`config.mk`:
```
export PLATFORM = sky130hd
export DESIGN_NAME = multi_channel_beep_pattern_timer_core
export DESIGN_NICKNAME = d
export VERILOG_FILES = /design/src/sv/mcbpt_pkg.sv /design/src/sv/mcbpt_lane.sv /design/src/sv/multi_channel_beep_pattern_timer_core.sv
export SDC_FILE = /design/constraint.sdc
export NUM_CORES = 1
export LEC_CHECK = 0
export ABC_AREA = 1
export BUFFER_PORTS_ARGS = -buffer_cell sky130_fd_sc_hd__buf_4
export CORE_UTILIZATION = 45
export CTS_CLUSTER_DIAMETER = 40
export CTS_CLUSTER_SIZE = 20
export DETAILED_ROUTE_END_ITERATION = 6
export PLACE_DENSITY = 0.71
export SLEW_MARGIN = 15
export SYNTH_ARGS = -nofsm -noshare
export SYNTH_HDL_FRONTEND = slang
export SYNTH_SLANG_ARGS = --single-unit
```
`constraint.sdc`:
```
create_clock -name clk -period 3.45 [get_ports clk]
set_input_delay 0 -clock clk [delete_from_list [all_inputs] [get_ports clk]]
set_output_delay 0 -clock clk [all_outputs]
set_load 0.05 [all_outputs]
```
`src/sv/mcbpt_pkg.sv`:
```
// Package for the multi-channel beep pattern timer.
// Holds the action codes, the per-lane command struct and the shared constants.
// No dependencies.
`timescale 1ns / 1ps

package mcbpt_pkg;

  localparam int DEF_NUM_CHANNELS = 4;
  localparam int OUT_LANES        = 4;
  localparam int CH_W             = 2;
  localparam int LEN_W            = 8;
  localparam int IN_DATA_W        = 32;
  localparam int OUT_DATA_W       = 8;

  localparam logic [LEN_W-1:0] CNT_PRESET    = 8'hFE;
  localparam logic [LEN_W-1:0] FOREVER_LIMIT = 8'd100;

  typedef enum logic {
    ACT_TICK = 1'b0,
    ACT_RING = 1'b1
  } action_t;

  typedef struct packed {
    logic             tick;
    logic             load;
    logic [LEN_W-1:0] repeat_count;
    logic [LEN_W-1:0] high_ticks;
    logic [LEN_W-1:0] low_ticks;
  } lane_cmd_t;

endpackage

```
`src/sv/mcbpt_lane.sv`:
```
// One buzzer channel: level, phase counter, edge count and phase lengths.
// Depends on mcbpt_pkg for the command struct and constants.
`timescale 1ns / 1ps

module mcbpt_lane (
  input  logic                 clk,
  input  logic                 rst_n,
  input  logic                 en,
  input  mcbpt_pkg::lane_cmd_t cmd,
  output logic                 level,
  output logic                 fin
);
  import mcbpt_pkg::*;

  logic             level_r, level_nxt;
  logic [LEN_W-1:0] cnt_r, cnt_nxt;
  logic [LEN_W-1:0] edges_r, edges_nxt;
  logic             forever_r, forever_nxt;
  logic [LEN_W-1:0] on_r, on_nxt;
  logic [LEN_W-1:0] off_r, off_nxt;

  logic             active;
  logic [LEN_W-1:0] cnt_inc;
  logic [LEN_W-1:0] len;
  logic             wrap;
  logic             ring_forever;

  assign active       = forever_r || (edges_r != '0);
  assign cnt_inc      = cnt_r + LEN_W'(1);
  assign len          = level_r ? on_r : off_r;
  assign wrap         = cnt_inc > len;
  assign ring_forever = cmd.repeat_count > FOREVER_LIMIT;

  always_comb begin
    level_nxt   = level_r;
    cnt_nxt     = cnt_r;
    edges_nxt   = edges_r;
    forever_nxt = forever_r;
    on_nxt      = on_r;
    off_nxt     = off_r;
    fin         = 1'b0;
    if (en && cmd.load) begin
      level_nxt   = 1'b0;
      cnt_nxt     = CNT_PRESET;
      forever_nxt = ring_forever;
      edges_nxt   = ring_forever ? '0 : {cmd.repeat_count[LEN_W-2:0], 1'b0};
      on_nxt      = cmd.high_ticks;
      off_nxt     = cmd.low_ticks;
    end else if (en && cmd.tick && active) begin
      cnt_nxt = cnt_inc;
      if (wrap) begin
        cnt_nxt   = '0;
        level_nxt = ~level_r;
        if (!forever_r) begin
          edges_nxt = edges_r - LEN_W'(1);
          fin       = (edges_r == LEN_W'(1));
        end
      end
    end
  end

  always_ff @(posedge clk) begin
    if (!rst_n) begin
      level_r   <= 1'b0;
      cnt_r     <= '0;
      edges_r   <= '0;
      forever_r <= 1'b0;
      on_r      <= '0;
      off_r     <= '0;
    end else begin
      level_r   <= level_nxt;
      cnt_r     <= cnt_nxt;
      edges_r   <= edges_nxt;
      forever_r <= forever_nxt;
      on_r      <= on_nxt;
      off_r     <= off_nxt;
    end
  end

  assign level = level_nxt;

endmodule

```
`src/sv/multi_channel_beep_pattern_timer_core.sv`:
```
// Top level of the multi-channel beep pattern timer.
// Depends on mcbpt_pkg and instantiates one mcbpt_lane per channel.
`timescale 1ns / 1ps

// Takes one word per cycle while results are taken, either a tick for all
// channels or a ring command for one channel, and returns one result word for
// each. A word is held in the input register, then every channel lane updates
// in parallel and the levels and finish bits land in the result register. A
// stalled result holds the input register, which then holds the input side.

module multi_channel_beep_pattern_timer_core #(
  parameter int NUM_CHANNELS = mcbpt_pkg::DEF_NUM_CHANNELS
) (
  input  logic                             clk,
  input  logic                             rst_n,
  input  logic                             in_tvalid,
  output logic                             in_tready,
  // channel[1:0], repeat_count[9:2], high_ticks[17:10], low_ticks[25:18], zero
  input  logic [mcbpt_pkg::IN_DATA_W-1:0]  in_tdata,
  // action[0]
  input  logic                             in_tuser,
  output logic                             out_tvalid,
  input  logic                             out_tready,
  // buzzer_levels[3:0], finished_mask[7:4]
  output logic [mcbpt_pkg::OUT_DATA_W-1:0] out_tdata
);
  import mcbpt_pkg::*;

  logic                 s_valid_r;
  logic                 s_action_r;
  logic [CH_W-1:0]      s_ch_r;
  logic [LEN_W-1:0]     s_rep_r, s_hi_r, s_lo_r;
  logic                 out_valid_r;
  logic [OUT_DATA_W-1:0] out_data_r, out_data_nxt;
  logic                 advance;
  logic                 fire;

  logic [NUM_CHANNELS-1:0] lvl;
  logic [NUM_CHANNELS-1:0] fin;
  logic [OUT_LANES-1:0]    lvl4;
  logic [OUT_LANES-1:0]    fin4;

  assign advance   = !out_valid_r || out_tready;
  assign in_tready = !s_valid_r || advance;
  assign fire      = s_valid_r && advance;

  always_ff @(posedge clk) begin
    if (!rst_n) begin
      s_valid_r <= 1'b0;
    end else if (in_tready) begin
      s_valid_r <= in_tvalid;
    end
  end

  always_ff @(posedge clk) begin
    if (in_tready && in_tvalid) begin
      s_action_r <= in_tuser;
      s_ch_r     <= in_tdata[1:0];
      s_rep_r    <= in_tdata[9:2];
      s_hi_r     <= in_tdata[17:10];
      s_lo_r     <= in_tdata[25:18];
    end
  end

  for (genvar c = 0; c < NUM_CHANNELS; c++) begin : g_lane
    lane_cmd_t cmd;
    assign cmd.tick         = (s_action_r == ACT_TICK);
    assign cmd.load         = (s_action_r == ACT_RING) && (int'(s_ch_r) == c);
    assign cmd.repeat_count = s_rep_r;
    assign cmd.high_ticks   = s_hi_r;
    assign cmd.low_ticks    = s_lo_r;

    mcbpt_lane u_lane (
      .clk   (clk),
      .rst_n (rst_n),
      .en    (fire),
      .cmd   (cmd),
      .level (lvl[c]),
      .fin   (fin[c])
    );
  end

  for (genvar i = 0; i < OUT_LANES; i++) begin : g_out
    if (i < NUM_CHANNELS) begin : g_on
      assign lvl4[i] = lvl[i];
      assign fin4[i] = fin[i];
    end else begin : g_off
      assign lvl4[i] = 1'b0;
      assign fin4[i] = 1'b0;
    end
  end

  assign out_data_nxt = {fin4, lvl4};

  always_ff @(posedge clk) begin
    if (!rst_n) begin
      out_valid_r <= 1'b0;
    end else if (advance) begin
      out_valid_r <= s_valid_r;
    end
  end

  always_ff @(posedge clk) begin
    if (fire) begin
      out_data_r <= out_data_nxt;
    end
  end

  assign out_tvalid = out_valid_r;
  assign out_tdata  = out_data_r;

endmodule
```
==> results of run 1 <==
## registers in the layout (all words and copies together) (netlist names)
register	flops
g_lane.u_lane.forever_r	4
s_rep_r	8
g_lane.u_lane.cnt_r	32
s_action_r	1
s_valid_r	1
s_ch_r	2
out_tvalid	1
g_lane.u_lane.on_r	32
s_hi_r	8
s_lo_r	8
g_lane.u_lane.off_r	32
g_lane.u_lane.level_r	4
out_tdata	8
g_lane.u_lane.edges_r	32
## Yosys cell counts (3+ instances only)
master    count  share of area
inv_1        65          0.028
o21ai_0      88          0.050
ha_1         44          0.063
nand3_1      49          0.028
nand4_1       8         0.0057
a21oi_1      86          0.049
mux2_2        4         0.0051
dfxtp_1     138           0.32
nor2_1      245           0.10
edfxtp_1     35           0.12
nor4_1        4         0.0029
clkbuf_1     25          0.011
a21o_1        4         0.0034
nor2_4        9          0.012
xor2_1       24          0.024
xnor2_1      20          0.020
nand4_4       4         0.0097
inv_2         9         0.0039
buf_2        11         0.0063
nand2_1     175          0.075
mux2i_1      28          0.032
or2_2         4         0.0029
nor3_1        6         0.0034
buf_4         4         0.0034
o31ai_1       4         0.0034
nand2_2       4         0.0029
o21ai_1       3         0.0017
a21boi_1      3         0.0026
## metal layers
metal,global-route usage,part of all wire,routed length (um)
met5,0,0,0
met4,0.0753,0.018,363
met1,0.271,0.45,9200
met2,0.359,0.48,9740
met3,0.0375,0.046,923
## cells by family (layout without fill, tap and decap cells)
kind of cell,after synthesis,count (layout),share of synthesized area
AO/OA/AOI/OAI,190,190,0.112
XOR/XNOR,44,44,0.0439
adder cells (fa/ha/maj),44,44,0.0628
buffers and inverters,117,184,0.0539
flip-flops,173,173,0.435
multiplexers,32,32,0.0371
AND/OR/NAND/NOR,515,515,0.255
## metrics by stage
step	hold slack, ns	util	setup WS [ns]	cells	total power, W
final	0.229	0.537	0.702	1442	0.00483
after global routing	0.261	0.537	0.421	1442	0.00504
after CTS	0.221	0.537	0.689	1442	0.00486
after detailed placement	0.179	0.490	0.714	1379	0.00292
after global placement	0.178	0.490	0.764	1379	0.00291
after floorplan	0.0989	-	1.04	1115	0.00276
## worst max-delay path, stage by stage, from the launching register on
cell      delay (ns)
dfxtp_1         0.43
ha_1            0.22
nand2_1         0.08
nor3_1          0.23
xor2_1          0.22
ha_1            0.26
nand2_1         0.08
nor2_1          0.07
nand4_1         0.13
a21boi_1        0.33
nand2_1         0.14
xor2_1          0.21
nor2_1          0.06
## worst max-delay path by stage
stage	startpoint	to	slack [ns]	cells after the start
after floorplan	g_lane[0].u_lane.cnt_r[0]	out_tdata[0]	1.04	12
final	g_lane[1].u_lane.cnt_r[0]	out_tdata[1]	0.70	12
after CTS	g_lane[1].u_lane.cnt_r[0]	out_tdata[1]	0.69	12
after global placement	g_lane[1].u_lane.cnt_r[0]	out_tdata[1]	0.76	12
after detailed placement	g_lane[1].u_lane.cnt_r[0]	out_tdata[1]	0.71	12
after global routing	g_lane[1].u_lane.cnt_r[0]	out_tdata[1]	0.42	12
## area by class of cell
type                       count  area, um2  share of cell area
sequential                   173       3810               0.376
timing repair buffer          77        656              0.0646
tap                          260        325              0.0320
clock buffer                  17        425              0.0419
inverter                      75        287              0.0282
multi-input combinational    825       4480               0.442
clock inverter                15        161              0.0159
## power groups by stage
stage | sequential [W] | clock, W | combinational [W]
4_1_cts | 0.00224 | 0.00195 | 0.000673
2_1_floorplan | 0.00226 | 0 | 0.000500
6_report | 0.00224 | 0.00192 | 0.000674
5_1_grt | 0.00225 | 0.00202 | 0.000770
3_3_place_gp | 0.00228 | 0 | 0.000628
3_5_place_dp | 0.00228 | 0 | 0.000642
## layout by cell type, fill, tap and decap left out
cell type,Yosys,final
nor2_1,245,245
nand2_1,175,175
dfxtp_1,138,138
o21ai_0,88,88
a21oi_1,86,86
inv_1,65,64
nand3_1,49,49
buf_4,4,46
ha_1,44,44
edfxtp_1,35,35
dlygate4sd3_1,0,31
mux2i_1,28,28
xor2_1,24,24
xnor2_1,20,20
clkbuf_16,0,17
inv_2,9,10
nor2_4,9,9
nand4_1,8,8
nor3_1,6,6
mux2_2,4,4
nand2_2,4,4
clkinv_4,1,4
a21o_1,4,4
nand4_4,4,4
o31ai_1,4,4
or2_2,4,4
nor4_1,4,4
clkinvlp_4,0,4
inv_6,0,4
a21boi_1,3,3
o21ai_1,3,3
nand2_4,2,2
nor2_2,2,2
bufinv_16,0,2
clkinv_2,0,2
nor3b_1,1,1
nand4_2,1,1
nand2_8,1,1
a21boi_0,1,1
o211ai_1,1,1
==> impl_metrics.py, run 1 <==
metrics = {
    "die": {
        "fp.dieW_um": 142,
        "start_util": 0.464,
        "die-area_mm2": 0.0201,
        "chipHeight_um": 142,
        "coreArea_mm2": 0.0189,
        "io_pins": 47,
        "core.rowCount": 50,
    },
    "grt": {
        "grt_pass1_wl_mm": 32.7,
        "antenna_found_initial": 0,
        "grt_max_degree": 90,
        "overflow": 0,
        "grt_pass1_vias": 6666,
        "grt_usage": 0.212,
    },
    "worst_setup_path": {
        "crit_arrival_ns": 2.90,
        "cp.required_ns": 3.60,
        "critPathMaxFanout": 5,
        "rr_worst_depth": 12,
        "cp-start-kind": "flop",
        "timing.rr.end": "out_tdata[1]",
        "reg2reg_slack_ns": 0.70,
        "reg2reg_from": "g_lane[1].u_lane.cnt_r[0]",
        "criticalPathCategory": "reg -> reg",
        "end_kind": "flop",
    },
    "drt": {
        "drc_errors": 0,
        "drt_iter0_drc": 469,
        "wl_per_cell_um": 14.0,
        "wl_mm": 20.2,
        "first_pass_iters": 5,
        "vias": 7274,
        "vias_per_cell": 5.04,
        "drtAntennaViolNets": 0,
    },
    "clock_network": {
        "cts-root-buf": "clkbuf_16",
        "htreeDepth": 4,
        "clk_latency_ns": 0.43,
        "post-cts-setup-buffers": 0,
        "clockBufferDepth": 2,
        "clk_pin_slew_worst_paths_ns": 0.07,
        "cts.sinks": 173,
        "cts_tree": "yes",
        "cts_made_buffers": 17,
        "hold_buffers": 31,
        "cts_repair_resize_count": 0,
    },
    "synthesis": {
        "async_flop_share": 0,
        "synth_area_per_cell_um2": 7.87,
        "synth-seq-cells": 173,
        "synthesis.area_mm2": 0.00877,
        "synth_edf_count": 35,
        "syn_nets": 1196,
        "yosysWarnings": 0,
        "netlist_instances": 1115,
        "yosysSeqAreaShare": 0.435,
        "synth_cell_types": 37,
        "synth_ff_type": "dfxtp_1",
    },
    "power": {
        "combPwrFrac": 0.140,
        "switching_power_w": 0.00133,
        "seq_power_share": 0.464,
        "swShare": 0.276,
        "power.density_mw_per_mm2": 476,
        "clock_power_share": 0.397,
        "power_leakage_nw": 4.24,
        "irDropWorstVdd_uv": 363,
        "p_int_w": 0.00349,
    },
    "min_path": {
        "hold_depth": 3,
        "hold_class": "in -> reg",
        "hold_end": "g_lane[3].u_lane.cnt_r[3]",
        "hp-start": "rst_n",
    },
    "sta": {
        "period_needed_ns": 2.75,
        "worst_slew_pin_slew_ns": 1.13,
        "maxSlewViolCount": 0,
        "setup_tns_ns": 0,
        "finClkSkew_ns": 0.00797,
        "hold_viol_final": 0,
        "finalCritPeriodShare": 0.797,
        "setup_violations": 0,
        "max_freq_ghz": 0.364,
        "rsz0062_at_grt": "false",
        "max_slew_margin": 0.247,
    },
    "flow_run": {
        "cap_violations": 0,
    },
    "layout": {
        "nets": 1250,
        "final_cell_area_mm2": 0.0102,
        "fillCellCount": 1783,
        "drive_above_1_share": 0.102,
        "diodes": 0,
        "area_growth_pct": 15.8,
    },
    "placed_design": {
        "dpl.hpwl_mm": 13.5,
        "io_buffers": 40,
        "place_area_mm2": 0.00925,
        "gp_congestion": 0.858,
    },
    "run_status": {
        "outcome": "complete, no violations",
    },
}
No activity file was read; power rests on OpenSTA's default activity.
==> run 2: changes to the inputs <==
- ABC_AREA: 1 -> 0
- clock period: 3.45 -> 2.85 ns (I/O delays scaled with it)
==> run 2 against run 1 <==
Clock power grew 19%; first-iteration DRC count is 36% higher; final area is 5.8% higher; combinational power is 23% higher; die area fell by 1.2%; hold slack worse by 0.20 ns; flip-flop and latch count unchanged; critical path type unchanged; critical endpoint is now g_lane[0].u_lane.edges_r[6]; highest routed layer unchanged.
==> impl_metrics.py, run 2 <==
metrics = {
    "run_status": {
        "outcome": "complete, no violations",
    },
    "synthesis": {
        "synth_area_per_cell_um2": 8.83,
        "yosysSeqAreaShare": 0.440,
        "async_flop_share": 0,
        "ys_top_cells_by_area": "dfxtp_1 32%, edfxtp_1 12%, nand2_1 8.2%",
        "yosysWarnings": 0,
        "synth-seq-cells": 173,
        "yosysTopAreaCellShare": 0.319,
        "synth_cell_types": 66,
        "synthesis.area_mm2": 0.00866,
        "synth_top_cell_by_area": "dfxtp_1",
        "netlist_instances": 981,
        "syn_nets": 1062,
        "synth_most_common_cell": "nand2_1",
        "synth_ff_type": "dfxtp_1",
        "synth_edf_count": 35,
        "synth_commonest_cells": "190 x nand2_1, 138 x dfxtp_1, 126 x a21oi_1",
    },
    "layout": {
        "final_cell_area_mm2": 0.0107,
        "nets": 1168,
        "final_common_cell": "nand2_1",
        "drive_above_1_share": 0.199,
        "final_cell_mix": "190 x nand2_1, 127 x dfxtp_1, 124 x a21oi_1",
        "diodes": 0,
        "area_growth_pct": 24.0,
    },
    "clock_network": {
        "cts_tree": "yes",
        "cts_made_buffers": 17,
        "clockBufferDepth": 2,
        "clk_latency_ns": 0.43,
        "clk_pin_slew_worst_paths_ns": 0.06,
        "htreeDepth": 4,
        "cts-root-buf": "clkbuf_16",
        "cts.sinks": 173,
    },
    "sta": {
        "setup_violations": 0,
        "finClkSkew_ns": 0.0102,
        "worst_slew_pin_slew_ns": 1.08,
        "finalCritPeriodShare": 0.978,
        "rsz0062_at_grt": "true",
        "max_freq_ghz": 0.359,
        "fin_ws_ns": 0.0617,
        "period_needed_ns": 2.79,
        "hold_viol_final": 0,
        "max_slew_margin": 0.279,
        "maxSlewViolCount": 0,
    },
    "worst_setup_path": {
        "cp-start-kind": "flop",
        "end_kind": "flop",
        "reg2reg_slack_ns": 0.06,
        "reg2reg_from": "g_lane[0].u_lane.cnt_r[1]",
        "cpPeakStageDelay_ns": 0.41,
        "cp.required_ns": 3.20,
        "cp-startpoint": "g_lane[0].u_lane.cnt_r[1]",
        "crit_arrival_ns": 3.14,
        "cp_cell_sequence": "ha_4 > nand3_4 > nor2_4 > xor2_2 > ha_1 > nand4_1 > nor2_1 > a211o_2 > a211o_4 > or4_1 > a31oi_1",
        "worst_path_max_delay_cell": "or4_1",
        "criticalPathCategory": "reg -> reg",
        "critPathMaxFanout": 8,
    },
    "grt": {
        "grt_pass1_vias": 7134,
        "grt_pass1_wl_mm": 36.5,
        "antenna_found_initial": 0,
        "grt_usage": 0.238,
        "overflow": 0,
        "grt_max_degree": 51,
    },
    "die": {
        "fp.dieW_um": 141,
        "io_pins": 47,
        "coreArea_mm2": 0.0188,
        "die-area_mm2": 0.0198,
        "start_util": 0.462,
        "core.rowCount": 50,
        "chipHeight_um": 141,
    },
    "drt": {
        "wl_per_cell_um": 17.4,
        "drt_iter0_drc": 636,
        "drc_errors": 0,
        "vias_per_cell": 5.70,
        "vias": 7600,
        "drtAntennaViolNets": 0,
        "first_pass_iters": 5,
        "wl_mm": 23.2,
    },
    "power": {
        "power.density_mw_per_mm2": 539,
        "power_leakage_nw": 3.89,
        "irDropWorstVdd_uv": 473,
    },
    "placed_design": {
        "io_buffers": 40,
        "gp_congestion": 0.830,
        "place_area_mm2": 0.00951,
        "place_ws_ns": -0.0523,
        "dpl.hpwl_mm": 15.1,
    },
    "min_path": {
        "hp-start": "out_tready",
        "hold_class": "in -> reg",
    },
    "flow_run": {
        "cap_violations": 0,
    },
}
[run 2: changes by cell type after synthesis, moves of 10 or more]
cell,delta
a21oi_1,+40
a31oi_1,+12
or3_1,+17
nand2_1,+15
o221ai_1,+12
clkbuf_1,+18
nor2_1,-197
a211oi_1,+10
nand3_1,-16
inv_1,-43
o21ai_0,-56
or4_1,+11
[run 2: per-stage QoR]
step                TNS (ns)  hold slack (ns)  power [W]  std cells  utilization
finish                     0           0.0246    0.00579       1334        0.572
global route          -0.380           0.0312    0.00600       1334        0.572
CTS                 -0.00187          0.00614    0.00574       1327        0.554
detailed placement    -0.139            0.179    0.00345       1266        0.507
global placement           0            0.178    0.00344       1266        0.507
floorplan                  0           0.0989    0.00319        981            -
[run 2: area by class of cell]
class                           count  area, um2
Sequential cell                   173       3840
Inverter                           22       82.6
Clock inverter                     11        119
Timing Repair Buffer              139       1120
Fill cell                        1663       8030
Tap cell                          234        293
Multi-Input combinational cell    734       4830
Clock buffer                       21        450
[run 2: cells by family (layout without fill, tap and decap cells)]
kind of cell,after synthesis,after routing,share of synthesized area
adders and majority gates,44,44,0.0635
and+or+nand+nor,382,382,0.214
muxes,35,35,0.0414
xor gates and xnor gates,40,40,0.0404
DFF,173,173,0.440
AOI/OAI and AO/OA,233,233,0.164
buffers and inverters,74,193,0.0367
[run 2: where the power goes]
part | switching, W | internal (W) | leakage [nW] | total, W
logic | 0.000471 | 0.000358 | 2.15 | 0.000828
registers | 0.0000987 | 0.00259 | 1.46 | 0.00269
clock network | 0.000969 | 0.00131 | 0.270 | 0.00228
total | 0.00154 | 0.00425 | 3.89 | 0.00579
[run 2: worst paths after layout]
kind / endpoint / cells after the start
setup / recovery: g_lane[0].u_lane.edges_r[6] / 11
hold reg to reg: g_lane[0].u_lane.off_r[0] / 2
setup reg to reg: g_lane[0].u_lane.edges_r[6] / 11
hold / removal: out_tvalid / 3
[run 2: routing by layer]
| metal | vias up | global-route usage | share of wire |
|---|---|---|---|
| li1 | 3722 | - | - |
| met1 | 3627 | 0.309 | 0.43 |
| met2 | 214 | 0.392 | 0.49 |
| met3 | 37 | 0.0438 | 0.054 |
| met4 | 0 | 0.0921 | 0.023 |
| met5 | - | 0 | 0 |
[run 2: what timing repair did]
action,in CTS,in global routing
hold buffers,28,0
endpoints found under the hold margin,28,0
pin swaps,3,29
resized for setup,6,67
endpoints found under the setup margin,7,53
buffers inserted,1,7
[run 2: worst max-delay path: cells and delay by family (launching register included)]
family,cells,cell delay [ns]
AOI/OAI and AO/OA,3,0.88
xor gates and xnor gates,1,0.18
and+or+nand+nor,5,0.84
adders and majority gates,2,0.43
DFF,1,0.37
==> run 3: changes to the inputs <==
- CORE_UTILIZATION: 45 -> 50
- PLACE_DENSITY: 0.71 -> 0.76
==> run 3 against run 2 <==
Power is 3.1% higher; final area is 0.31% higher; global-route usage is 2.9 points higher; setup slack worse by 0.018 ns; non-clock buffer count is 8 lower; first-iteration DRC count is 12% lower; sequential share of layout area hardly changed; count of clock-buffer cells in the layout is 2 lower; register-to-register slack worse by 0.02 ns; hold slack better by 0.15 ns; wire length is 3.8% higher; highest routed layer unchanged.
==> impl_metrics.py, run 3 (same netlist as run 2, synthesis figures left out) <==
metrics = {
    "grt": {
        "grt_max_degree": 51,
        "antenna_found_initial": 0,
        "overflow": 0,
        "grt_pass1_wl_mm": 36.5,
        "grt_usage": 0.266,
        "grt_pass1_vias": 7132,
    },
    "placed_design": {
        "place_area_mm2": 0.00947,
        "place_ws_ns": 0.00668,
        "dp_cells": 1245,
        "io_buffers": 40,
        "gp_congestion": 0.879,
        "dpl.hpwl_mm": 14.9,
    },
    "layout": {
        "multi_input_area_mm2": 0.00486,
        "seq_area_mm2": 0.00385,
        "fillCellCount": 1304,
        "drive_above_1_share": 0.209,
        "nets": 1160,
        "final_cell_count_no_fill": 1312,
        "area_growth_pct": 24.4,
        "diodes": 0,
        "final_cell_mix": "190 x nand2_1, 125 x a21oi_1, 123 x dfxtp_1",
        "post-route-util": 0.643,
        "final_common_cell": "nand2_1",
        "final_cell_area_mm2": 0.0108,
    },
    "die": {
        "io_pins": 47,
        "coreArea_mm2": 0.0168,
        "fp.dieW_um": 134,
        "core.rowCount": 47,
        "start_util": 0.517,
        "chipHeight_um": 134,
        "die-area_mm2": 0.0179,
    },
    "drt": {
        "first_pass_iters": 5,
        "vias_per_cell": 5.96,
        "drtAntennaViolNets": 0,
        "wl_mm": 24.0,
        "vias": 7823,
        "drc_errors": 0,
        "drt_iter0_drc": 559,
        "wl_per_cell_um": 18.3,
    },
    "worst_setup_path": {
        "path_buf_inv": 1,
        "cp_cell_sequence": "and3_4 > and3_4 > nand3_2 > xnor2_2 > ha_4 > nand4_1 > nor2_1 > a211o_4 > buf_4 > and2_1 > a21oi_1 > o221ai_1",
        "cp_common_cell": "and3_4",
        "cp.required_ns": 3.16,
        "worst_path_max_delay_cell": "a211o_4",
        "crit_arrival_ns": 3.12,
        "end_kind": "flop",
        "cp-start-kind": "flop",
        "critical-path-top-delay-family": "simple AND/OR/NAND/NOR gates",
        "cpPeakStageDelay_ns": 0.38,
        "criticalPathCategory": "reg -> reg",
        "critPathMaxFanout": 7,
    },
    "sta": {
        "period_needed_ns": 2.81,
        "maxSlewViolCount": 0,
        "fin_ws_ns": 0.0434,
        "max_slew_margin": 0.284,
        "setup_tns_ns": 0,
        "worst_slew_pin_slew_ns": 1.07,
        "max_freq_ghz": 0.356,
        "finalCritPeriodShare": 0.985,
        "setup_violations": 0,
        "hold_viol_final": 0,
        "finClkSkew_ns": 0.0101,
    },
    "power": {
        "clock_power_share": 0.412,
        "seq_power_share": 0.450,
        "swShare": 0.272,
        "irDropWorstVdd_uv": 548,
        "switching_power_w": 0.00162,
        "power_leakage_nw": 3.91,
        "combPwrFrac": 0.139,
        "power.density_mw_per_mm2": 554,
        "p_int_w": 0.00435,
    },
    "run_status": {
        "outcome": "complete, no violations",
    },
    "min_path": {
        "hold_class": "in -> reg",
    },
    "clock_network": {
        "cts.sinks": 173,
        "clk_latency_ns": 0.45,
        "cts_made_buffers": 17,
        "clockBufferDepth": 2,
        "cts_tree": "yes",
        "cts-root-buf": "clkbuf_16",
        "clk_pin_slew_worst_paths_ns": 0.07,
        "htreeDepth": 4,
    },
    "flow_run": {
        "cap_violations": 0,
    },
}
[run 3: cell types whose count changed in the layout (fill, tap and decap cells not counted), moves of 3 or more]
cell	previous run	this run
inv_6	0	5
xnor2_2	4	7
clkbuf_1	3	0
dfxtp_1	127	123
nand3_2	3	9
a2111oi_4	4	1
buf_4	108	99
dfxtp_4	4	8
nor2_2	4	8
nand3_1	29	25
xnor2_1	20	17
[run 3: stage by stage]
step / total power (W) / hold slack [ns]
after floorplan: 0.00319 / 0.0989
final: 0.00597 / 0.177
after global routing: 0.00618 / 0.202
after CTS: 0.00591 / 0.171
after global placement: 0.00344 / 0.178
after detailed placement: 0.00346 / 0.179
[run 3: worst paths after layout]
path / startpoint / slack (ns) / endpoint / cells after the start
worst max register to register: g_lane[3].u_lane.cnt_r[0] / 0.04 / g_lane[3].u_lane.cnt_r[2] / 12
worst min-delay path: rst_n / 0.18 / g_lane[3].u_lane.edges_r[4] / 4
worst max-delay path: g_lane[3].u_lane.cnt_r[0] / 0.04 / g_lane[3].u_lane.cnt_r[2] / 12
worst min register to register: g_lane[2].u_lane.off_r[6] / 0.45 / g_lane[2].u_lane.off_r[6] / 2
[run 3: routing by layer]
metal	up-vias	global-route usage	part of all wire
met4	0	0.0972	0.025
met3	54	0.0537	0.053
met2	264	0.451	0.49
li1	3720	-	-
met5	-	0	0
met1	3785	0.335	0.43
[run 3: final cells by class]
cell class / instances / share of cell area
sequential: 173 / 0.358
timing repair buffer: 131 / 0.101
clock buffer: 19 / 0.0441
inverter: 22 / 0.00766
clock inverter: 13 / 0.0138
tap: 220 / 0.0255
multi-input combinational: 734 / 0.451
[run 3: tightest hold or removal path: cells and delay by family]
kind                   cells  cell delay, ns
AOI/OAI and AO/OA          1            0.03
buffers and inverters      2            0.42
and+or+nand+nor            1            0.12
[run 3: what timing repair did]
action,in CTS,in global routing
hold buffers,29,0
gates resized for setup,4,82
buffers inserted,1,5
setup endpoints to repair,3,62
gates cloned,0,0
pin swaps,0,40
hold endpoints to repair,29,0
[run 3: power groups by stage]
stage               clock, W  combinational, W  sequential [W]
finish               0.00246          0.000828         0.00269
global route         0.00259          0.000895         0.00269
CTS                  0.00246          0.000762         0.00268
detailed placement         0          0.000720         0.00274
global placement           0          0.000705         0.00273
floorplan                  0          0.000470         0.00272
